--- src/rtl/i2cm_pkg.sv ---
// Shared types, codes and line decoding for the I2C register access master.
package i2cm_pkg;

	localparam int OP_W      = 2;
	localparam int BYTE_W    = 8;
	localparam int ADDR_W    = 7;
	localparam int TICKS_W   = 16;
	localparam int TIMEOUT_W = 8;
	localparam int CFG_IDX_W = 2;
	localparam int CFG_DAT_W = 16;

	localparam logic [OP_W-1:0] OP_TICK  = 2'd0;
	localparam logic [OP_W-1:0] OP_WRITE = 2'd1;
	localparam logic [OP_W-1:0] OP_READ  = 2'd2;

	localparam logic [CFG_IDX_W-1:0] CFG_DEV_ADDR = 2'd0;
	localparam logic [CFG_IDX_W-1:0] CFG_TICKS    = 2'd1;
	localparam logic [CFG_IDX_W-1:0] CFG_TIMEOUT  = 2'd2;

	localparam logic [ADDR_W-1:0]    DEV_ADDR_RST = 7'd76;
	localparam logic [TICKS_W-1:0]   TICKS_RST    = 16'd5;
	localparam logic [TIMEOUT_W-1:0] TIMEOUT_RST  = 8'd255;

	// Bus sequencer phases. Start and byte groups are four phases each,
	// so the low two bits minus one give the offset inside the group.
	typedef enum logic [4:0] {
		PH_IDLE    = 5'd0,
		PH_ST1_A   = 5'd1,
		PH_ST1_B   = 5'd2,
		PH_ST1_C   = 5'd3,
		PH_ST1_D   = 5'd4,
		PH_AW_BL   = 5'd5,
		PH_AW_BH   = 5'd6,
		PH_AW_KL   = 5'd7,
		PH_AW_KH   = 5'd8,
		PH_RG_BL   = 5'd9,
		PH_RG_BH   = 5'd10,
		PH_RG_KL   = 5'd11,
		PH_RG_KH   = 5'd12,
		PH_DT_BL   = 5'd13,
		PH_DT_BH   = 5'd14,
		PH_DT_KL   = 5'd15,
		PH_DT_KH   = 5'd16,
		PH_ST2_A   = 5'd17,
		PH_ST2_B   = 5'd18,
		PH_ST2_C   = 5'd19,
		PH_ST2_D   = 5'd20,
		PH_AR_BL   = 5'd21,
		PH_AR_BH   = 5'd22,
		PH_AR_KL   = 5'd23,
		PH_AR_KH   = 5'd24,
		PH_RD_LOW  = 5'd25,
		PH_RD_HIGH = 5'd26,
		PH_MN_LOW  = 5'd27,
		PH_MN_HIGH = 5'd28,
		PH_SP_LOW  = 5'd29,
		PH_SP_HIGH = 5'd30,
		PH_SP_END  = 5'd31
	} phase_t;

	function automatic logic is_start_grp(phase_t p);
		return ((p >= PH_ST1_A) && (p <= PH_ST1_D)) || ((p >= PH_ST2_A) && (p <= PH_ST2_D));
	endfunction

	function automatic logic is_byte_grp(phase_t p);
		return ((p >= PH_AW_BL) && (p <= PH_DT_KH)) || ((p >= PH_AR_BL) && (p <= PH_AR_KH));
	endfunction

	// Line levels for a phase: bit 1 SCL level, bit 0 SDA released.
	function automatic logic [1:0] lines_of(phase_t p, logic msb);
		logic [1:0] off;
		logic [1:0] lines;
		off = p[1:0] - 2'd1;
		lines = 2'b10;
		if ((p == PH_IDLE) || (p == PH_SP_END)) begin
			lines = 2'b11;
		end else if (is_start_grp(p)) begin
			case (off)
				2'd0:    lines = 2'b01;
				2'd1:    lines = 2'b11;
				2'd2:    lines = 2'b10;
				default: lines = 2'b00;
			endcase
		end else if (is_byte_grp(p)) begin
			case (off)
				2'd0:    lines = {1'b0, msb};
				2'd1:    lines = {1'b1, msb};
				2'd2:    lines = 2'b01;
				default: lines = 2'b11;
			endcase
		end else begin
			case (p)
				PH_RD_LOW, PH_MN_LOW:   lines = 2'b01;
				PH_RD_HIGH, PH_MN_HIGH: lines = 2'b11;
				PH_SP_LOW:              lines = 2'b00;
				default:                lines = 2'b10;
			endcase
		end
		return lines;
	endfunction

endpackage

--- src/rtl/i2cm_if.sv ---
// Command and result channel interfaces of the I2C register access master.
interface i2cm_cmd_if;
	logic                           valid;
	logic                           ready;
	logic [i2cm_pkg::OP_W-1:0]      operation;
	logic [i2cm_pkg::BYTE_W-1:0]    register_address;
	logic [i2cm_pkg::BYTE_W-1:0]    write_data;
	logic                           sda_in;

	modport source (output valid, output operation, output register_address,
		output write_data, output sda_in, input ready);
	modport sink (input valid, input operation, input register_address,
		input write_data, input sda_in, output ready);
endinterface

interface i2cm_res_if;
	logic                           valid;
	logic                           ready;
	logic                           scl_level;
	logic                           sda_pull_low;
	logic                           busy_res;
	logic                           done_res;
	logic [i2cm_pkg::BYTE_W-1:0]    read_result;
	logic                           nack_seen;

	modport source (output valid, output scl_level, output sda_pull_low, output busy_res,
		output done_res, output read_result, output nack_seen, input ready);
	modport sink (input valid, input scl_level, input sda_pull_low, input busy_res,
		input done_res, input read_result, input nack_seen, output ready);
endinterface

--- src/rtl/i2c_register_access_master_core.sv ---
// Top level of the I2C register access master: input stage, bus sequencer, result register.
//
//  channel | dir | handshake     | carries
//  cmd     | in  | valid/ready   | operation, register_address, write_data, sda_in
//  res     | out | valid/ready   | scl_level, sda_pull_low, busy_res, done_res,
//          |     |               | read_result, nack_seen
//  cfg     | in  | wr_en only    | wr_index selects register, wr_data carries value
//
// Each transaction in gives one out, passing the input register and the result register.
// Throughput is one transaction per cycle unless the result is stalled: the sequencer state
// updates on each step, between the input register (_s1) and the result register.
// Reset (arst_n low) idles the sequencer, releases both lines, loads register defaults.
// A stalled result holds the input register; cmd.ready drops only while both are full.
// Timed phases last ticks_q transactions (min one); acknowledges poll once per transaction.
module i2c_register_access_master_core (
	input  logic                            clk,
	input  logic                            arst_n,
	i2cm_cmd_if.sink                        cmd,
	i2cm_res_if.source                      res,
	input  logic                            wr_en,
	input  logic [i2cm_pkg::CFG_IDX_W-1:0]  wr_index,
	input  logic [i2cm_pkg::CFG_DAT_W-1:0]  wr_data
);

	// Configuration registers
	logic [i2cm_pkg::ADDR_W-1:0]    dev_addr_q;
	logic [i2cm_pkg::TICKS_W-1:0]   ticks_q;
	logic [i2cm_pkg::TIMEOUT_W-1:0] timeout_q;

	// Input stage
	logic                           valid_s1;
	logic [i2cm_pkg::OP_W-1:0]      op_s1;
	logic [i2cm_pkg::BYTE_W-1:0]    reg_s1;
	logic [i2cm_pkg::BYTE_W-1:0]    data_s1;
	logic                           sda_s1;

	// Sequencer state
	i2cm_pkg::phase_t               phase_q, phase_n;
	logic [2:0]                     bit_q, bit_n;
	logic [i2cm_pkg::BYTE_W-1:0]    shift_q, shift_n;
	logic [i2cm_pkg::TICKS_W-1:0]   wait_q, wait_n;
	logic [i2cm_pkg::TIMEOUT_W-1:0] poll_q, poll_n;
	logic                           is_read_q, is_read_n;
	logic [i2cm_pkg::BYTE_W-1:0]    held_reg_q, held_reg_n;
	logic [i2cm_pkg::BYTE_W-1:0]    held_data_q, held_data_n;
	logic [i2cm_pkg::BYTE_W-1:0]    read_q, read_n;
	logic                           nack_q, nack_n;

	// Result register
	logic                           res_valid_q;
	logic                           scl_q, pull_q, busy_q, done_q, nack_out_q;
	logic [i2cm_pkg::BYTE_W-1:0]    read_out_q;

	logic                           step;
	logic [1:0]                     lines;

	// Advance the input stage whenever the result slot is free or being drained.
	assign step      = valid_s1 && (!res_valid_q || res.ready);
	assign cmd.ready = !valid_s1 || step;

	// Configuration writes; indexes past the list are dropped.
	always_ff @(posedge clk or negedge arst_n) begin
		if (!arst_n) begin
			dev_addr_q <= i2cm_pkg::DEV_ADDR_RST;
			ticks_q    <= i2cm_pkg::TICKS_RST;
			timeout_q  <= i2cm_pkg::TIMEOUT_RST;
		end else if (wr_en) begin
			case (wr_index)
				i2cm_pkg::CFG_DEV_ADDR: dev_addr_q <= wr_data[i2cm_pkg::ADDR_W-1:0];
				i2cm_pkg::CFG_TICKS:    ticks_q    <= wr_data[i2cm_pkg::TICKS_W-1:0];
				i2cm_pkg::CFG_TIMEOUT:  timeout_q  <= wr_data[i2cm_pkg::TIMEOUT_W-1:0];
				default: ;
			endcase
		end
	end

	// Input register: capture an accepted transaction.
	always_ff @(posedge clk or negedge arst_n) begin
		if (!arst_n) begin
			valid_s1 <= 1'b0;
		end else if (cmd.ready) begin
			valid_s1 <= cmd.valid;
		end
	end

	always_ff @(posedge clk) begin
		if (cmd.valid && cmd.ready) begin
			op_s1   <= cmd.operation;
			reg_s1  <= cmd.register_address;
			data_s1 <= cmd.write_data;
			sda_s1  <= cmd.sda_in;
		end
	end

	// Next-state logic of the bus sequencer.
	always_comb begin
		logic [i2cm_pkg::TICKS_W-1:0]   wsum;
		logic [i2cm_pkg::TIMEOUT_W-1:0] psum;
		logic                           elapsed;
		logic [1:0]                     off;
		logic [4:0]                     base;
		logic                           enter_en;
		i2cm_pkg::phase_t               enter_ph;
		logic                           load_en;
		logic [i2cm_pkg::BYTE_W-1:0]    load_val;
		logic                           ack_go;

		phase_n     = phase_q;
		bit_n       = bit_q;
		shift_n     = shift_q;
		wait_n      = wait_q;
		poll_n      = poll_q;
		is_read_n   = is_read_q;
		held_reg_n  = held_reg_q;
		held_data_n = held_data_q;
		read_n      = read_q;
		nack_n      = nack_q;

		wsum     = wait_q + 16'd1;
		psum     = poll_q + 8'd1;
		elapsed  = (wsum >= ticks_q);
		off      = phase_q[1:0] - 2'd1;
		base     = phase_q - {3'd0, off};
		enter_en = 1'b0;
		enter_ph = phase_q;
		load_en  = 1'b0;
		load_val = '0;
		ack_go   = 1'b0;

		if (phase_q == i2cm_pkg::PH_IDLE) begin
			// Latch operands on a command; any other code idles.
			if ((op_s1 == i2cm_pkg::OP_WRITE) || (op_s1 == i2cm_pkg::OP_READ)) begin
				held_reg_n  = reg_s1;
				held_data_n = data_s1;
				is_read_n   = (op_s1 == i2cm_pkg::OP_READ);
				nack_n      = 1'b0;
				enter_en    = 1'b1;
				enter_ph    = i2cm_pkg::PH_ST1_A;
			end
		end else if (i2cm_pkg::is_start_grp(phase_q)) begin
			wait_n = wsum;
			if (elapsed) begin
				enter_en = 1'b1;
				if (phase_q == i2cm_pkg::PH_ST1_D) begin
					load_en  = 1'b1;
					load_val = {dev_addr_q, 1'b0};
					enter_ph = i2cm_pkg::PH_AW_BL;
				end else if (phase_q == i2cm_pkg::PH_ST2_D) begin
					load_en  = 1'b1;
					load_val = {dev_addr_q, 1'b1};
					enter_ph = i2cm_pkg::PH_AR_BL;
				end else begin
					enter_ph = i2cm_pkg::phase_t'(phase_q + 5'd1);
				end
			end
		end else if (i2cm_pkg::is_byte_grp(phase_q)) begin
			case (off)
				2'd0: begin
					wait_n = wsum;
					if (elapsed) begin
						enter_en = 1'b1;
						enter_ph = i2cm_pkg::phase_t'(base + 5'd1);
					end
				end
				2'd1: begin
					wait_n = wsum;
					if (elapsed) begin
						shift_n  = {shift_q[6:0], 1'b0};
						bit_n    = bit_q + 3'd1;
						enter_en = 1'b1;
						enter_ph = (bit_n == 3'd0) ? i2cm_pkg::phase_t'(base + 5'd2)
							: i2cm_pkg::phase_t'(base);
					end
				end
				2'd2: begin
					wait_n = wsum;
					if (elapsed) begin
						enter_en = 1'b1;
						enter_ph = i2cm_pkg::phase_t'(base + 5'd3);
					end
				end
				default: begin
					// Poll the acknowledge; a timeout marks nack and moves on.
					poll_n = psum;
					if (!sda_s1) begin
						ack_go = 1'b1;
					end else if (psum == timeout_q) begin
						nack_n = 1'b1;
						ack_go = 1'b1;
					end
				end
			endcase
			if (ack_go) begin
				enter_en = 1'b1;
				case (i2cm_pkg::phase_t'(base))
					i2cm_pkg::PH_AW_BL: begin
						load_en  = 1'b1;
						load_val = held_reg_q;
						enter_ph = i2cm_pkg::PH_RG_BL;
					end
					i2cm_pkg::PH_RG_BL: begin
						if (is_read_q) begin
							enter_ph = i2cm_pkg::PH_ST2_A;
						end else begin
							load_en  = 1'b1;
							load_val = held_data_q;
							enter_ph = i2cm_pkg::PH_DT_BL;
						end
					end
					i2cm_pkg::PH_DT_BL: begin
						enter_ph = i2cm_pkg::PH_SP_LOW;
					end
					default: begin
						load_en  = 1'b1;
						load_val = '0;
						enter_ph = i2cm_pkg::PH_RD_LOW;
					end
				endcase
			end
		end else begin
			case (phase_q)
				i2cm_pkg::PH_RD_LOW: begin
					wait_n = wsum;
					if (elapsed) begin
						enter_en = 1'b1;
						enter_ph = i2cm_pkg::PH_RD_HIGH;
					end
				end
				i2cm_pkg::PH_RD_HIGH: begin
					wait_n = wsum;
					if (elapsed) begin
						shift_n  = {shift_q[6:0], sda_s1};
						bit_n    = bit_q + 3'd1;
						enter_en = 1'b1;
						if (bit_n == 3'd0) begin
							read_n   = shift_n;
							enter_ph = i2cm_pkg::PH_MN_LOW;
						end else begin
							enter_ph = i2cm_pkg::PH_RD_LOW;
						end
					end
				end
				i2cm_pkg::PH_MN_LOW, i2cm_pkg::PH_MN_HIGH,
				i2cm_pkg::PH_SP_LOW, i2cm_pkg::PH_SP_HIGH: begin
					wait_n = wsum;
					if (elapsed) begin
						enter_en = 1'b1;
						enter_ph = i2cm_pkg::phase_t'(phase_q + 5'd1);
					end
				end
				default: begin
					// Stop completes: release SDA and return to idle.
					enter_en = 1'b1;
					enter_ph = i2cm_pkg::PH_IDLE;
				end
			endcase
		end

		if (enter_en) begin
			phase_n = enter_ph;
			wait_n  = '0;
			poll_n  = '0;
		end
		if (load_en) begin
			shift_n = load_val;
			bit_n   = '0;
		end
	end

	// Output logic: line levels follow the phase held before this step.
	always_comb begin
		lines = i2cm_pkg::lines_of(phase_q, shift_q[7]);
	end

	always_ff @(posedge clk or negedge arst_n) begin
		if (!arst_n) begin
			phase_q     <= i2cm_pkg::PH_IDLE;
			bit_q       <= '0;
			shift_q     <= '0;
			wait_q      <= '0;
			poll_q      <= '0;
			is_read_q   <= 1'b0;
			held_reg_q  <= '0;
			held_data_q <= '0;
			read_q      <= '0;
			nack_q      <= 1'b0;
		end else if (step) begin
			phase_q     <= phase_n;
			bit_q       <= bit_n;
			shift_q     <= shift_n;
			wait_q      <= wait_n;
			poll_q      <= poll_n;
			is_read_q   <= is_read_n;
			held_reg_q  <= held_reg_n;
			held_data_q <= held_data_n;
			read_q      <= read_n;
			nack_q      <= nack_n;
		end
	end

	// Result register: hold until the sink takes it.
	always_ff @(posedge clk or negedge arst_n) begin
		if (!arst_n) begin
			res_valid_q <= 1'b0;
		end else if (step) begin
			res_valid_q <= 1'b1;
		end else if (res.ready) begin
			res_valid_q <= 1'b0;
		end
	end

	always_ff @(posedge clk) begin
		if (step) begin
			scl_q      <= lines[1];
			pull_q     <= ~lines[0];
			busy_q     <= (phase_n != i2cm_pkg::PH_IDLE);
			done_q     <= (phase_q == i2cm_pkg::PH_SP_END);
			read_out_q <= read_n;
			nack_out_q <= nack_n;
		end
	end

	assign res.valid        = res_valid_q;
	assign res.scl_level    = scl_q;
	assign res.sda_pull_low = pull_q;
	assign res.busy_res     = busy_q;
	assign res.done_res     = done_q;
	assign res.read_result  = read_out_q;
	assign res.nack_seen    = nack_out_q;

	// Idle phase never carries a running wait or poll count.
	assert property (@(posedge clk) disable iff (!arst_n)
		(phase_q == i2cm_pkg::PH_IDLE) |-> ((wait_q == '0) && (poll_q == '0)))
		else $error("idle phase with nonzero wait or poll count");

	// A stalled input stage keeps its transaction.
	assert property (@(posedge clk) disable iff (!arst_n)
		(valid_s1 && !step) |=> valid_s1)
		else $error("input stage dropped a stalled transaction");

	// Stop completion always leaves the master not busy.
	assert property (@(posedge clk) disable iff (!arst_n)
		(res.valid && res.done_res) |-> !res.busy_res)
		else $error("done reported while still busy");

	// Backpressure reaches the command side only when both stages are full.
	assert property (@(posedge clk) disable iff (!arst_n)
		!cmd.ready |-> (valid_s1 && res_valid_q && !res.ready))
		else $error("command channel stalled with a free slot");

	// Sequencer state moves only on a step.
	assert property (@(posedge clk) disable iff (!arst_n)
		!step |=> $stable(phase_q))
		else $error("phase changed without a step");

endmodule

--- src/flat_wrapper.sv ---
// flat-port wrapper written by rule: the top's interface ports become plain ports
module i2c_register_access_master_core_flat 
  (clk, arst_n, wr_en, wr_index, wr_data, cmd_valid, cmd_operation, cmd_register_address, cmd_write_data, cmd_sda_in, cmd_ready, res_valid, res_scl_level, res_sda_pull_low, res_busy_res, res_done_res, res_read_result, res_nack_seen, res_ready);
  i2cm_cmd_if cmd_i ();
  i2cm_res_if res_i ();
  input  logic clk;
  input  logic arst_n;
  input  logic wr_en;
  input  logic [i2cm_pkg::CFG_IDX_W-1:0] wr_index;
  input  logic [i2cm_pkg::CFG_DAT_W-1:0] wr_data;
  input wire logic [$bits(cmd_i.valid)-1:0] cmd_valid;
  input wire logic [$bits(cmd_i.operation)-1:0] cmd_operation;
  input wire logic [$bits(cmd_i.register_address)-1:0] cmd_register_address;
  input wire logic [$bits(cmd_i.write_data)-1:0] cmd_write_data;
  input wire logic [$bits(cmd_i.sda_in)-1:0] cmd_sda_in;
  output wire logic [$bits(cmd_i.ready)-1:0] cmd_ready;
  output wire logic [$bits(res_i.valid)-1:0] res_valid;
  output wire logic [$bits(res_i.scl_level)-1:0] res_scl_level;
  output wire logic [$bits(res_i.sda_pull_low)-1:0] res_sda_pull_low;
  output wire logic [$bits(res_i.busy_res)-1:0] res_busy_res;
  output wire logic [$bits(res_i.done_res)-1:0] res_done_res;
  output wire logic [$bits(res_i.read_result)-1:0] res_read_result;
  output wire logic [$bits(res_i.nack_seen)-1:0] res_nack_seen;
  input wire logic [$bits(res_i.ready)-1:0] res_ready;
  assign cmd_i.valid = cmd_valid;
  assign cmd_i.operation = cmd_operation;
  assign cmd_i.register_address = cmd_register_address;
  assign cmd_i.write_data = cmd_write_data;
  assign cmd_i.sda_in = cmd_sda_in;
  assign cmd_ready = cmd_i.ready;
  assign res_valid = res_i.valid;
  assign res_scl_level = res_i.scl_level;
  assign res_sda_pull_low = res_i.sda_pull_low;
  assign res_busy_res = res_i.busy_res;
  assign res_done_res = res_i.done_res;
  assign res_read_result = res_i.read_result;
  assign res_nack_seen = res_i.nack_seen;
  assign res_i.ready = res_ready;
  i2c_register_access_master_core u_core (.clk(clk), .arst_n(arst_n), .cmd(cmd_i), .res(res_i), .wr_en(wr_en), .wr_index(wr_index), .wr_data(wr_data));
endmodule
--- config.mk ---
export PLATFORM = sky130hd
export DESIGN_NAME = i2c_register_access_master_core_flat
export DESIGN_NICKNAME = d
export VERILOG_FILES = /design/src/rtl/i2cm_pkg.sv /design/src/rtl/i2cm_if.sv /design/src/rtl/i2c_register_access_master_core.sv /design/src/flat_wrapper.sv
export SDC_FILE = /design/constraint.sdc
export NUM_CORES = 1
export LEC_CHECK = 0
export BUFFER_PORTS_ARGS = -buffer_cell sky130_fd_sc_hd__buf_4
export CAP_MARGIN = 20
export CORE_MARGIN = 2
export CORE_UTILIZATION = 45
export CTS_CLUSTER_DIAMETER = 120
export DETAILED_ROUTE_END_ITERATION = 16
export GPL_ROUTABILITY_DRIVEN = 0
export HOLD_SLACK_MARGIN = 0.03
export PLACE_DENSITY_LB_ADDON = 0.25
export SLEW_MARGIN = 20
export SYNTH_ARGS = -nofsm -noshare
export SYNTH_HDL_FRONTEND = slang
export SYNTH_SLANG_ARGS = --single-unit
export TNS_END_PERCENT = 1
--- constraint.sdc ---
create_clock -name clk -period 6.5 [get_ports clk]
set_input_delay 0.975 -clock clk [delete_from_list [all_inputs] [get_ports clk]]
set_output_delay 0.975 -clock clk [all_outputs]
set_load 0.01 [all_outputs]
==> results.md, run 1 <==
Timing:
- The total of endpoints with negative setup slack in the final report is 0.
- The upper clock frequency limit is 182 MHz.
- The final hold slack is 442 ps.
- For the final database, setup skew stands at 8.67 ps.
- The total negative slack is 0 ps.
- At the pin with the least slew margin, the transition time is 1180 ps.
- The setup slack after layout is 1010 ps.
- The final count of hold timing violations is 0.
- Dividing the final minimum period by the clock period gives 84.5%.
- The number of slew-limit violations in the final report is 0.
- In this run the tightest slew margin relative to its limit is 20.8%.
- Setup repair after global routing left no endpoint under its margin.
- For the finished layout, the period the worst path requires is 5490 ps.

Run status:
- The flow ran to the end, and the final reports show no timing, DRC or antenna violations.

Yosys:
- Synthesis instantiated 73 different standard cells from the library.
- The total number of yosys warnings is 0.
- In this run the mean area of a mapped cell was 10.2 um2.
- In the synthesized netlist, the number of instances is 731.
- The portion of the post-synthesis area used by sequential elements is 46.2%.
- The post-synthesis async set-or-reset flop share is 75.6%.
- Counting flops with a built-in enable in the synthesized netlist gives 32.
- The combined area of all synthesized cells is 0.00747 mm2.
- Counting every net in the synthesized netlist gives 805.
- In the synthesized netlist the dominant register cell turns out to be sky130_fd_sc_hd__dfrtp_1.
- The flip-flop and latch count after synthesis is 131.

Worst setup path:
- The delay of the slowest critical-path stage is 510 ps.
- The count of buffering cells on the critical path with inverters included is 3.
- In this run the worst path has a maximum fanout of 14.
- The end of the worst register-to-register path is u_core.res.busy_res.
- The arrival time of data at the critical path endpoint is 5660 ps.
- The register-to-register setup slack is 1010 ps.
- The largest individual stage delay along the critical path comes from the cell sky130_fd_sc_hd__or4b_1.
- The number of cells on the worst reg-to-reg path is 24.
- The family of cells with the greatest summed delay on the critical path is simple AND/OR/NAND/NOR gates.
- The required time reported for the critical path endpoint is 6670 ps.
- The kind of end point of the critical path is a flop.
- The signal on the critical path passes through nand3_1 -> nor2_1 -> and3_1 -> and3_1 -> and3_1 -> xnor2_1 -> inv_1 -> ha_1 -> nand4_1 -> nor3_1 -> o311ai_0 -> nand3_1 -> buf_4 -> inv_1 -> ha_1 -> o21ai_0 -> o21ai_0 -> mux2_2 -> or2_2 -> a21oi_1 -> a211o_1 -> mux2_2 -> nand3_1 -> or4b_1.
- The beginning of the worst register-to-register path is u_core.wait_q[0].
- STA classifies the critical path startpoint as a flop.
- The type of the setup path with the least slack is reg2reg.

Cells and area:
- The synthesis-to-finish area growth is 16.8%.
- The multi-input logic area is 0.00371 mm2.
- The number of filler cells placed in the layout is 1431.
- The commonest non-fill, non-tap cell in the layout is sky130_fd_sc_hd__dfrtp_1.
- The final layout net count is 855.
- The final standard cell count with taps included and fillers excluded is 1014.
- 0 antenna diodes ended up in the layout.
- The layout cell share with drive strength beyond 1 is 23.9%.
- Registers take 0.00345 mm2.
- Leaving out fill and tap cells, the most frequent cells in the layout are sky130_fd_sc_hd__dfrtp_1, sky130_fd_sc_hd__nand2_1, sky130_fd_sc_hd__buf_4, sky130_fd_sc_hd__mux2_2, sky130_fd_sc_hd__nor2_1.

Clocking:
- Clock-pin slew was measured on the worst setup and hold paths at 60 ps.
- Counting the buffers created by CTS gives 17.
- The later pin in the worst-skew pair is clocked with a latency of 430 ps.
- The count of cells resized by post-cts repair is 0.
- The total of hold buffers inserted after clock tree synthesis is 0.
- Clock tree synthesis selected as its root buffer the cell sky130_fd_sc_hd__clkbuf_16.
- In this run the deepest clock path goes through 2 buffers.
- TritonCTS built the clock tree.
- The number of H-tree branching levels is 4.
- The tree built by TritonCTS fans out to 131 sinks.
- The number of setup buffers added after CTS is 0.

Route:
- Once detail routing completed, the nets flagged for antenna violations numbered 0.
- The number of optimization iterations in the first detailed-route pass is 5.
- The detailed-route wire length per cell is 17.4 um.
- The number of DRC markers in iteration 0 is 545.
- After detailed routing, the number of remaining DRC violations is 0.
- Summing over every cut layer, the via total after detailed routing is 5880.
- The mean number of vias per cell is 5.80.
- Summed over all layers, the routed wires come to 17.7 mm.

Global routing:
- The first global-routing pass estimated 29.5 mm of wire.
- The via count of the first global-routing pass was 5876.
- Entering global routing, the biggest net connects 74 pins.
- The number of antenna violations at the first check in global routing is 0.
- For this run, the total global-route usage over all layers was measured as 21.0%.
- The total global routing overflow is 0.

Floorplan:
- In this run the horizontal extent of the chip is 133 um.
- The number of top-level pins is 57.
- The initial standard-cell utilization of the core is 45.5%.
- The die height is 133 um.
- The total area inside the core boundary comes to 0.0164 mm2.
- The die covers 0.0176 mm2.
- The number of standard-cell rows in the floorplan is 47.

Pwr:
- The design draws 3.76 mW.
- In this run the power density over the cells is 431 mW/mm2.
- The worst supply voltage drop on vdd is 239 uV.
- Summed over all cells, the static leakage comes to 3.82 nW.

Place:
- Before CTS, the worst setup slack after placement is 1060 ps.
- The total of buffers placed on input and output ports is 56.
- Summed over all nets, the half-perimeter wirelength after detailed placement is 12.5 mm.
- Including well taps, the total number of placed cells is 982.

Min path:
- The type of the tightest min-delay check is in2async.

Job:
- Max-cap violations in this run came to 0.
## how the worst max path moves through the flow
stage / startpoint / endpoint / slack (ps) / cells past startpoint
after floorplan: u_core.wait_q[0] / u_core.res.busy_res / 1510 / 25
after global placement: u_core.wait_q[0] / u_core.res.busy_res / 1380 / 24
after detailed placement: u_core.wait_q[0] / u_core.res.busy_res / 1060 / 24
after CTS: u_core.wait_q[0] / u_core.res.busy_res / 1040 / 24
after global routing: u_core.wait_q[0] / u_core.res.busy_res / 510 / 24
final: u_core.wait_q[0] / u_core.res.busy_res / 1010 / 24
## through the flow
stage               utilization [%]  cell area (um2)
global placement               49.2             8080
detailed placement             49.2             8080
CTS                            53.2             8730
finish                         53.2             8730
global route                   53.2             8730
floorplan                         -             7470
## routing by layer
layer | routed length [um] | track usage, %
met1 | 7500 | 26.6
met2 | 8650 | 34.5
met3 | 834 | 3.49
met4 | 680 | 11.6
met5 | 0 | 0
## area by class of cell
cell class | count | area share (%)
clock buffer | 21 | 5.89
tap | 220 | 3.15
multi-input combinational | 526 | 42.6
sequential | 131 | 39.6
clock inverter | 11 | 1.55
timing repair buffer | 64 | 5.51
inverter | 41 | 1.76
## where the power goes
| group | switching [mW] | internal, mW | total, mW | leakage (nW) |
|---|---|---|---|---|
| Sequential | 0.187 | 1.03 | 1.22 | 1.55 |
| Combinational | 0.906 | 0.609 | 1.52 | 1.96 |
| Clock | 0.378 | 0.649 | 1.03 | 0.320 |
| Total | 1.47 | 2.29 | 3.76 | 3.82 |
## synth_stat cells (4+ instances only)
| master | n | area (um2) |
|---|---|---|
| sky130_fd_sc_hd__a211o_1 | 4 | 35.0 |
| sky130_fd_sc_hd__a211oi_1 | 7 | 52.6 |
| sky130_fd_sc_hd__a21oi_1 | 29 | 145 |
| sky130_fd_sc_hd__a221oi_1 | 9 | 78.8 |
| sky130_fd_sc_hd__a22oi_1 | 10 | 75.1 |
| sky130_fd_sc_hd__a31oi_1 | 6 | 37.5 |
| sky130_fd_sc_hd__and3_1 | 8 | 50.1 |
| sky130_fd_sc_hd__buf_2 | 7 | 35.0 |
| sky130_fd_sc_hd__buf_4 | 4 | 30.0 |
| sky130_fd_sc_hd__clkbuf_1 | 22 | 82.6 |
| sky130_fd_sc_hd__dfrtp_1 | 86 | 2150 |
| sky130_fd_sc_hd__dfstp_2 | 13 | 342 |
| sky130_fd_sc_hd__edfxtp_1 | 32 | 961 |
| sky130_fd_sc_hd__ha_1 | 32 | 400 |
| sky130_fd_sc_hd__inv_1 | 41 | 154 |
| sky130_fd_sc_hd__mux2_2 | 60 | 676 |
| sky130_fd_sc_hd__nand2_1 | 80 | 300 |
| sky130_fd_sc_hd__nand2b_1 | 11 | 68.8 |
| sky130_fd_sc_hd__nand3_1 | 15 | 75.1 |
| sky130_fd_sc_hd__nand3b_1 | 7 | 52.6 |
| sky130_fd_sc_hd__nand4_1 | 5 | 31.3 |
| sky130_fd_sc_hd__nor2_1 | 56 | 210 |
| sky130_fd_sc_hd__nor2b_1 | 6 | 37.5 |
| sky130_fd_sc_hd__nor3_1 | 13 | 65.1 |
| sky130_fd_sc_hd__o211ai_1 | 7 | 52.6 |
| sky130_fd_sc_hd__o21ai_0 | 43 | 215 |
| sky130_fd_sc_hd__o22ai_1 | 5 | 31.3 |
| sky130_fd_sc_hd__o31ai_1 | 10 | 75.1 |
| sky130_fd_sc_hd__or2_2 | 6 | 37.5 |
| sky130_fd_sc_hd__or3_1 | 7 | 43.8 |
| sky130_fd_sc_hd__xnor2_1 | 17 | 149 |
| sky130_fd_sc_hd__xor2_1 | 17 | 149 |
## sequential cells by signal, indices dropped and copies added, names as in the netlist, 5 cells and up
signal / flops
u_core.timeout_q: 8
u_core.shift_q: 8
u_core.held_reg_q: 8
u_core.held_data_q: 8
u_core.dev_addr_q: 7
u_core.poll_q: 8
u_core.reg_s1: 8
u_core.phase_q: 5
u_core.ticks_q: 16
u_core.data_s1: 8
u_core.wait_q: 16
u_core.res.read_result: 8
u_core.read_q: 8
## logic make-up after synthesis
kind of cell,after synthesis,share of synthesized area (%)
simple gates,226,14.4
compound gates,171,16.3
flops,131,46.2
buf+inv,74,4.04
mux,62,9.31
xor+xnor,35,4.30
fa+ha+maj,32,5.36
Note: power is estimated with default switching activity, not from simulation.
==> run 2: changes to the inputs <==
==> constraint.sdc (replaced) <==
create_clock -name clk -period 4.9 [get_ports clk]
set_input_delay 0.735 -clock clk [delete_from_list [all_inputs] [get_ports clk]]
set_output_delay 0.735 -clock clk [all_outputs]
set_load 0.01 [all_outputs]
==> run 2 against run 1 <==
  * Wire length is 0.95% lower
  * Cell count increased by 1.5%
  * Via count is 1.0% lower
  * Combinational power is 35% higher
  * Core utilization increased by 1.1 points
  * Register-to-register slack lost 720 ps
  * Critical path type unchanged
  * Largest cell class unchanged
  * Highest routed layer unchanged
==> results.md, run 2 (synthesis results as in run 1) <==
Run status:
- Run status: finished clean (unchanged).

Min path:
- The type of the tightest min-delay check was in2async (unchanged).

Route:
- The post-detailed-routing wire length came to 17.5 mm (was 17.7 mm).
- The remaining design rule violation count came to 0 (unchanged).
- The detailed-route wire length per cell is 17.0 um (was 17.4 um).
- The mean number of vias per cell is 5.66 (was 5.80).
- The number of optimization iterations in the first detailed-route pass is 5 (unchanged).
- The number of DRC markers in iteration 0 is 403 (was 545).
- The remaining antenna violation count is 0 (unchanged).
- The via count of the routed design is 5819 (was 5880).

Floorplan:
- The die footprint is 0.0176 mm2 (unchanged).
- The number of top-level pins was 57 (unchanged).
- The number of standard-cell rows in the floorplan came to 47 (unchanged).
- The core box area is 0.0164 mm2 (unchanged).
- The die extent in x is 133 um (unchanged).
- The initial standard-cell utilization of the core is 45.5% (unchanged).
- The die height is 133 um (unchanged).

Pwr:
- The share of total power consumed by net switching came to 38.5% (was 39.1%).
- The switching power is 1.93 mW (was 1.47 mW).
- The power density of the placed cells was 561 mW/mm2 (was 431 mW/mm2).
- The internal power is 3.07 mW (was 2.29 mW).
- The total power is 4.99 mW (was 3.76 mW).
- The worst supply voltage drop on vdd is 281 uV (was 239 uV).
- The portion of total power attributed to combinational logic is 41.1% (was 40.3%).
- The share of total power in sequential cells is 32.1% (was 32.4%).
- The proportion of power drawn by the clock network is 26.8% (was 27.3%).
- The static leakage power came to 3.87 nW (was 3.82 nW).

Global routing:
- The via count of the first global-routing pass is 5871 (was 5876).
- The total global-route track usage was 20.7% (was 21.0%).
- The wire length of the first global-routing pass is 29.1 mm (was 29.5 mm).
- The maximum number of pins on one net before global-route repair is 74 (unchanged).
- The number of antenna violations at the first check in global routing came to 0 (unchanged).
- The total global routing overflow was 0 (unchanged).

Timing:
- The headroom to the max-slew limit is 39.0% (was 20.8%).
- The total of endpoints with negative setup slack in the final report came to 0 (unchanged).
- The share of the clock period used by the worst path after layout is 94.1% (was 84.5%).
- The setup skew after layout is 7.77 ps (was 8.67 ps).
- The number of slew-limit violations in the final report is 0 (unchanged).
- The upper clock frequency limit was 217 MHz (was 182 MHz).
- The measured slew at the worst slew-check pin is 914 ps (was 1180 ps).
- The final hold slack is 439 ps (was 442 ps).
- The setup slack after layout is 287 ps (was 1010 ps).
- The post-layout minimum cycle time is 4610 ps (was 5490 ps).
- The final count of hold timing violations is 0 (unchanged).

Cells and area:
- The commonest non-fill, non-tap cell in the layout is sky130_fd_sc_hd__dfrtp_1 (unchanged).
- The final layout net count is 870 (was 855).
- The synthesis-to-finish area growth came to 19.2% (was 16.8%).
- Top flop regs: u_core.ticks_q: 16 flops, u_core.wait_q: 16 flops (unchanged).
- Leading cell types in the layout, fill and taps excluded: sky130_fd_sc_hd__dfrtp_1, sky130_fd_sc_hd__nand2_1, sky130_fd_sc_hd__buf_4, sky130_fd_sc_hd__mux2_2, sky130_fd_sc_hd__nor2_1 (unchanged).
- The number of antenna repair diodes is 0 (unchanged).
- The layout cell share with drive strength beyond 1 is 27.2% (was 23.9%).

Worst setup path:
- The largest driver fanout on the critical path was 7 (was 14).
- The kind of end point of the critical path was a flop (unchanged).
- The arrival time of data at the critical path endpoint is 4770 ps (was 5660 ps).
- The required time reported for the critical path endpoint was 5050 ps (was 6670 ps).
- The type of the setup path with the least slack is reg2reg (unchanged).
- The startpoint kind of the worst setup timing path was a flop (unchanged).

Clocking:
- The total CTS buffers is 17 (unchanged).
- The largest buffer count on any clock path is 2 (unchanged).
- The TritonCTS clock tree is done (unchanged).
- The clock latency on the worst-skew pair is 420 ps (was 430 ps).
- The clock edge transition at the registers on the reported setup and hold paths is 60 ps (about the same).
- The root buffer cell is sky130_fd_sc_hd__clkbuf_16 (unchanged).
- The number of H-tree branching levels is 4 (unchanged).
- The total of hold buffers inserted after clock tree synthesis is 0 (unchanged).
- The number of sinks on the clock net came to 131 (unchanged).

Place:
- The worst setup slack after placement is -11.0 ps (was 1060 ps).
- The final HPWL from detailed placement is 12.3 mm (was 12.5 mm).
- The total of buffers placed on input and output ports is 56 (unchanged).

Job:
- The max-capacitance violation count is 0 (unchanged).
-- run 2: worst paths after layout --
path                                             to  slack, ps  depth (start not counted)             start
min in group clk                   u_core.read_q[5]        480                          2  u_core.read_q[5]
worst max register to register  u_core.res.busy_res        290                         23  u_core.wait_q[4]
worst min-delay path               u_core.poll_q[1]        440                          1            arst_n
worst max-delay path            u_core.res.busy_res        290                         23  u_core.wait_q[4]
worst min register to register     u_core.read_q[5]        480                          2  u_core.read_q[5]
max in group asynchronous       u_core.timeout_q[5]       3540                          2            arst_n
-- run 2: stage by stage --
stage,setup TNS [ps],cells,util [%],area [um2]
after floorplan,0,731,-,7470
after global placement,0,993,49.8,8160
after global routing,-21.1,1029,54.3,8900
after CTS,0,1025,53.6,8790
final,0,1029,54.3,8900
after detailed placement,-11.0,993,49.8,8160
-- run 2: per-layer routing --
metal  global-route usage (%)  vias to the layer above  part of all wire (%)
met2                     33.4                      198                    49
met5                        0                        -                     0
met4                     9.68                        0                   3.4
met3                     4.48                       53                   5.4
li1                         -                     2784                     -
met1                     26.6                     2784                    43
-- run 2: power by group through the flow --
| stage | Combinational (mW) | Sequential, mW | Clock (mW) |
|---|---|---|---|
| global placement | 1.95 | 1.60 | 0 |
| CTS | 2.01 | 1.60 | 1.37 |
| finish | 2.05 | 1.60 | 1.34 |
| global route | 2.27 | 1.64 | 1.42 |
| detailed placement | 1.99 | 1.61 | 0 |
| floorplan | 1.55 | 1.51 | 0 |
-- run 2: worst max-delay path: stages (launching register included) --
cell and delay [ps]:
sky130_fd_sc_hd__dfrtp_1 420, sky130_fd_sc_hd__nand3_2 110, sky130_fd_sc_hd__nor2_2 130, sky130_fd_sc_hd__and3_4 200, sky130_fd_sc_hd__and3_4 190, sky130_fd_sc_hd__and3_1 220
sky130_fd_sc_hd__xnor2_2 140, sky130_fd_sc_hd__inv_1 90, sky130_fd_sc_hd__ha_4 280, sky130_fd_sc_hd__nand4_1 100, sky130_fd_sc_hd__nor3_2 180, sky130_fd_sc_hd__o311ai_2 170
sky130_fd_sc_hd__nand3_1 150, sky130_fd_sc_hd__inv_2 90, sky130_fd_sc_hd__ha_1 200, sky130_fd_sc_hd__o21ai_0 80, sky130_fd_sc_hd__o21ai_1 90, sky130_fd_sc_hd__mux2_2 280
sky130_fd_sc_hd__or2_2 270, sky130_fd_sc_hd__a21oi_1 140, sky130_fd_sc_hd__a211o_1 110, sky130_fd_sc_hd__mux2_2 150, sky130_fd_sc_hd__nand3_1 60, sky130_fd_sc_hd__or4b_1 510
-- run 2: what timing repair did --
action                                  CTS  global route
gates cloned                              0             0
endpoints found under the hold margin     0             0
endpoints found under the setup margin    1             1
buffers inserted                          0             4
pin swaps                                 0             7
gates resized for setup                   1            17
-- run 2: cell type report --
| class | instances | area [um2] |
|---|---|---|
| fillers | 1432 | 7500 |
| multi-input cells | 526 | 3800 |
| flip-flops and latches | 131 | 3460 |
| repair buffers | 79 | 593 |
| clock buffers | 20 | 447 |
| well taps | 220 | 275 |
| clock inverters | 12 | 180 |
| inverters | 41 | 154 |
==> run 3: changes to the inputs <==
--- a/config.mk
+++ b/config.mk
@@ -5,6 +5,7 @@
 export SDC_FILE = /design/constraint.sdc
 export NUM_CORES = 1
 export LEC_CHECK = 0
+export ABC_AREA = 1
 export BUFFER_PORTS_ARGS = -buffer_cell sky130_fd_sc_hd__buf_4
 export CAP_MARGIN = 20
 export CORE_MARGIN = 2
==> run 3 against run 2 <==
  * Synthesized cell count rose by 30%
  * First-iteration DRC count rose by 13%
  * Via count rose by 8.8%
  * Largest power group unchanged
==> results.md, run 3 <==
Run status:
- Run status: finished clean (unchanged).

Route:
- The remaining design rule violation count was 0 (unchanged).
- The post-detailed-routing wire length is 17.4 mm (was 17.5 mm).
- The number of optimization iterations in the first detailed-route pass is 5 (unchanged).
- The mean number of vias per cell is 5.10 (was 5.66).
- The remaining antenna violation count is 0 (unchanged).
- The number of DRC markers in iteration 0 is 456 (was 403).
- The via count of the routed design was 6329 (was 5819).
- The detailed-route wire length per cell is 14.0 um (was 17.0 um).

Worst setup path:
- The count of buffering cells on the critical path with inverters included is 2 (unchanged).
- The required time reported for the critical path endpoint was 5070 ps (was 5050 ps).
- The kind of end point of the critical path is a flop (unchanged).
- The type of the setup path with the least slack was reg2reg (unchanged).
- The most frequent cell on the critical path is sky130_fd_sc_hd__nand2_1.
- The family of cells with the greatest summed delay on the critical path is simple AND/OR/NAND/NOR gates (unchanged).
- The startpoint kind of the worst setup timing path is a flop (unchanged).
- The worst-path cell with the longest stage delay is sky130_fd_sc_hd__dfrtp_1 (was sky130_fd_sc_hd__or4b_1).
- The instance count on the critical path is 28 (was 23).
- The largest driver fanout on the critical path was 8 (was 7).
- The register-to-register setup slack is 420 ps (was 290 ps).
- The beginning of the worst register-to-register path is u_core.wait_q[0] (was u_core.wait_q[4]).
- The delay of the slowest critical-path stage is 400 ps (was 510 ps).
- The number of cells on the worst reg-to-reg path was 28 (was 23).
- The end of the worst register-to-register path was u_core.res.busy_res (unchanged).
- The arrival time of data at the critical path endpoint is 4650 ps (was 4770 ps).

Min path:
- The type of the tightest min-delay check is in2async (unchanged).

Clocking:
- The total CTS buffers is 17 (unchanged).
- The root buffer cell is sky130_fd_sc_hd__clkbuf_16 (unchanged).
- The number of H-tree branching levels was 4 (unchanged).
- The clock latency on the worst-skew pair is 420 ps (about the same).
- The largest buffer count on any clock path is 2 (unchanged).
- The TritonCTS clock tree was done (unchanged).
- The number of sinks on the clock net is 131 (unchanged).
- The clock edge transition at the registers on the reported setup and hold paths is 60 ps (about the same).

Cells and area:
- The final layout net count was 1082 (was 870).
- The commonest non-fill, non-tap cell in the layout is sky130_fd_sc_hd__nand2_1 (was sky130_fd_sc_hd__dfrtp_1).
- Leading cell types in the layout, fill and taps excluded: sky130_fd_sc_hd__nand2_1, sky130_fd_sc_hd__inv_1, sky130_fd_sc_hd__o21ai_0, sky130_fd_sc_hd__dfrtp_1, sky130_fd_sc_hd__buf_4 (was sky130_fd_sc_hd__dfrtp_1, sky130_fd_sc_hd__nand2_1, sky130_fd_sc_hd__buf_4, sky130_fd_sc_hd__mux2_2, sky130_fd_sc_hd__nor2_1).
- The sequential cell area in the final layout is 0.00345 mm2 (was 0.00346 mm2).
- Top flop regs: u_core.ticks_q: 16 flops, u_core.wait_q: 16 flops (unchanged).
- The number of filler cells placed in the layout is 1539 (was 1432).
- The final standard cell count with taps included and fillers excluded is 1241 (was 1029).
- The layout cell share with drive strength beyond 1 was 14.8% (was 27.2%).
- The final standard cell utilization of the core is 53.2% (was 54.3%).
- The number of antenna repair diodes is 0 (unchanged).
- The synthesis-to-finish area growth is 17.1% (was 19.2%).
- The multi-input logic area was 0.00342 mm2 (was 0.00380 mm2).

Yosys:
- The cell with the most instances after synthesis is sky130_fd_sc_hd__nand2_1 (was sky130_fd_sc_hd__dfrtp_1).
- The post-synthesis async set-or-reset flop share is 75.6% (unchanged).
- The total number of yosys warnings is 0 (unchanged).
- Leading post-synthesis cells by cell area: sky130_fd_sc_hd__dfrtp_1, sky130_fd_sc_hd__nand2_1, sky130_fd_sc_hd__edfxtp_1, sky130_fd_sc_hd__inv_1, sky130_fd_sc_hd__o21ai_0 (was sky130_fd_sc_hd__dfrtp_1, sky130_fd_sc_hd__edfxtp_1, sky130_fd_sc_hd__mux2_2, sky130_fd_sc_hd__ha_1, sky130_fd_sc_hd__dfstp_2).
- The combined area of all synthesized cells was 0.00746 mm2 (was 0.00747 mm2).
- The flip-flop and latch count after synthesis was 131 (unchanged).
- Top cells by count, synth: sky130_fd_sc_hd__nand2_1, sky130_fd_sc_hd__inv_1, sky130_fd_sc_hd__o21ai_0, sky130_fd_sc_hd__dfrtp_1, sky130_fd_sc_hd__nor2_1 (was sky130_fd_sc_hd__dfrtp_1, sky130_fd_sc_hd__nand2_1, sky130_fd_sc_hd__mux2_2, sky130_fd_sc_hd__nor2_1, sky130_fd_sc_hd__o21ai_0).
- The post-synthesis cell type count was 45 (was 73).
- The portion of the post-synthesis area used by sequential elements came to 46.3% (was 46.2%).
- The most frequently used flop master after synthesis is sky130_fd_sc_hd__dfrtp_1 (unchanged).
- The cell count after synthesis is 948 (was 731).
- The number of enable flip-flop cells after synthesis is 32 (unchanged).
- The synthesized net count was 1022 (was 805).
- The average size of a mapped cell was 7.86 um2 (was 10.2 um2).
- The cell type contributing the most total cell area after synthesis is sky130_fd_sc_hd__dfrtp_1 (unchanged).
- The area share of the largest cell type after synthesis is 28.9% (was 28.8%).

Timing:
- The final count of hold timing violations is 0 (unchanged).
- The headroom to the max-slew limit is 44.4% (was 39.0%).
- The total of endpoints with negative setup slack in the final report is 0 (unchanged).
- The total negative slack is 0 ps (unchanged).
- The measured slew at the worst slew-check pin was 834 ps (was 914 ps).
- The number of slew-limit violations in the final report is 0 (unchanged).
- Setup repair after global routing left no endpoint under its margin.
- The upper clock frequency limit is 223 MHz (was 217 MHz).
- The setup slack after layout is 421 ps (was 287 ps).
- The post-layout minimum cycle time is 4480 ps (was 4610 ps).
- The setup skew after layout came to 8.16 ps (was 7.77 ps).
- The share of the clock period used by the worst path after layout is 91.4% (was 94.1%).

Floorplan:
- The die extent in x is 133 um (about the same).
- The number of top-level pins is 57 (unchanged).
- The core box area is 0.0164 mm2 (unchanged).
- The initial standard-cell utilization of the core is 45.4% (was 45.5%).
- The number of standard-cell rows in the floorplan is 47 (unchanged).
- The die height was 133 um (about the same).
- The die footprint is 0.0176 mm2 (about the same).

Place:
- The final HPWL from detailed placement came to 12.6 mm (was 12.3 mm).
- The number of placed instances with taps included is 1206 (was 993).
- The total of buffers placed on input and output ports is 56 (unchanged).
- The worst setup slack after placement is 394 ps (was -11.0 ps).

Pwr:
- The total power is 4.66 mW (was 4.99 mW).
- The power density of the placed cells is 534 mW/mm2 (was 561 mW/mm2).
- The worst supply voltage drop on vdd is 285 uV (was 281 uV).
- The static leakage power is 4.28 nW (was 3.87 nW).

Global routing:
- The total global-route track usage came to 21.0% (was 20.7%).
- The total global routing overflow came to 0 (unchanged).
- The wire length of the first global-routing pass is 29.6 mm (was 29.1 mm).
- The maximum number of pins on one net before global-route repair came to 67 (was 74).
- The number of antenna violations at the first check in global routing is 0 (unchanged).
- The via count of the first global-routing pass is 6033 (was 5871).

Job:
- The max-capacitance violation count is 0 (unchanged).
==> run 3: through the flow <==
| step | cell area [um2] | hold slack (ps) |
|---|---|---|
| floorplan | 7460 | 430 |
| global placement | 8070 | 438 |
| detailed placement | 8070 | 441 |
| CTS | 8650 | 450 |
| global route | 8730 | 465 |
| finish | 8730 | 422 |
==> run 3: repair_timing <==
action                                  CTS  global route
endpoints found under the setup margin    0            32
gates resized for setup                   0             6
hold buffers                              0             0
buffers inserted                          0             2
==> run 3: layout make-up <==
cell class              count  area share (%)
clock buffers              18            4.91
inverters                 130            5.63
flip-flops and latches    131            39.6
clock inverters            14            1.73
multi-input cells         663            39.2
repair buffers             65            5.82
well taps                 220            3.15
==> run 3: how the worst max path moves through the flow <==
stage	from	endpoint	slack, ps
6_report	u_core.wait_q[0]	u_core.res.busy_res	420
3_3_place_gp	u_core.wait_q[0]	u_core.res.busy_res	620
3_5_place_dp	u_core.wait_q[0]	u_core.res.busy_res	390
5_1_grt	u_core.wait_q[0]	u_core.res.busy_res	30
4_1_cts	u_core.wait_q[0]	u_core.res.busy_res	310
2_1_floorplan	u_core.wait_q[0]	u_core.res.busy_res	990
==> run 3: cell families (layout without fill, tap and decap cells) <==
kind of cell               Yosys count  after routing  share of synthesized area (%)
AOI/OAI and AO/OA                  156            156                           11.8
xor gates and xnor gates            20             20                           2.55
adders and majority gates           32             32                           5.37
buffers and inverters              154            227                           8.22
DFF                                131            131                           46.3
and+or+nand+nor                    455            455                           25.7
==> run 3: routing by layer <==
layer,routed length (um),vias to the layer above,track usage (%)
met5,0,-,0
met4,335,0,7.95
met3,1020,29,4.02
met2,7940,195,32.5
met1,8130,2936,29.3
li1,-,3169,-
==> run 3: power breakdown <==
group	switching, mW	internal, mW	leakage, nW
clock	0.500	0.752	0.271
sequential	0.147	1.37	1.56
combinational	1.30	0.598	2.45
total	1.94	2.72	4.28
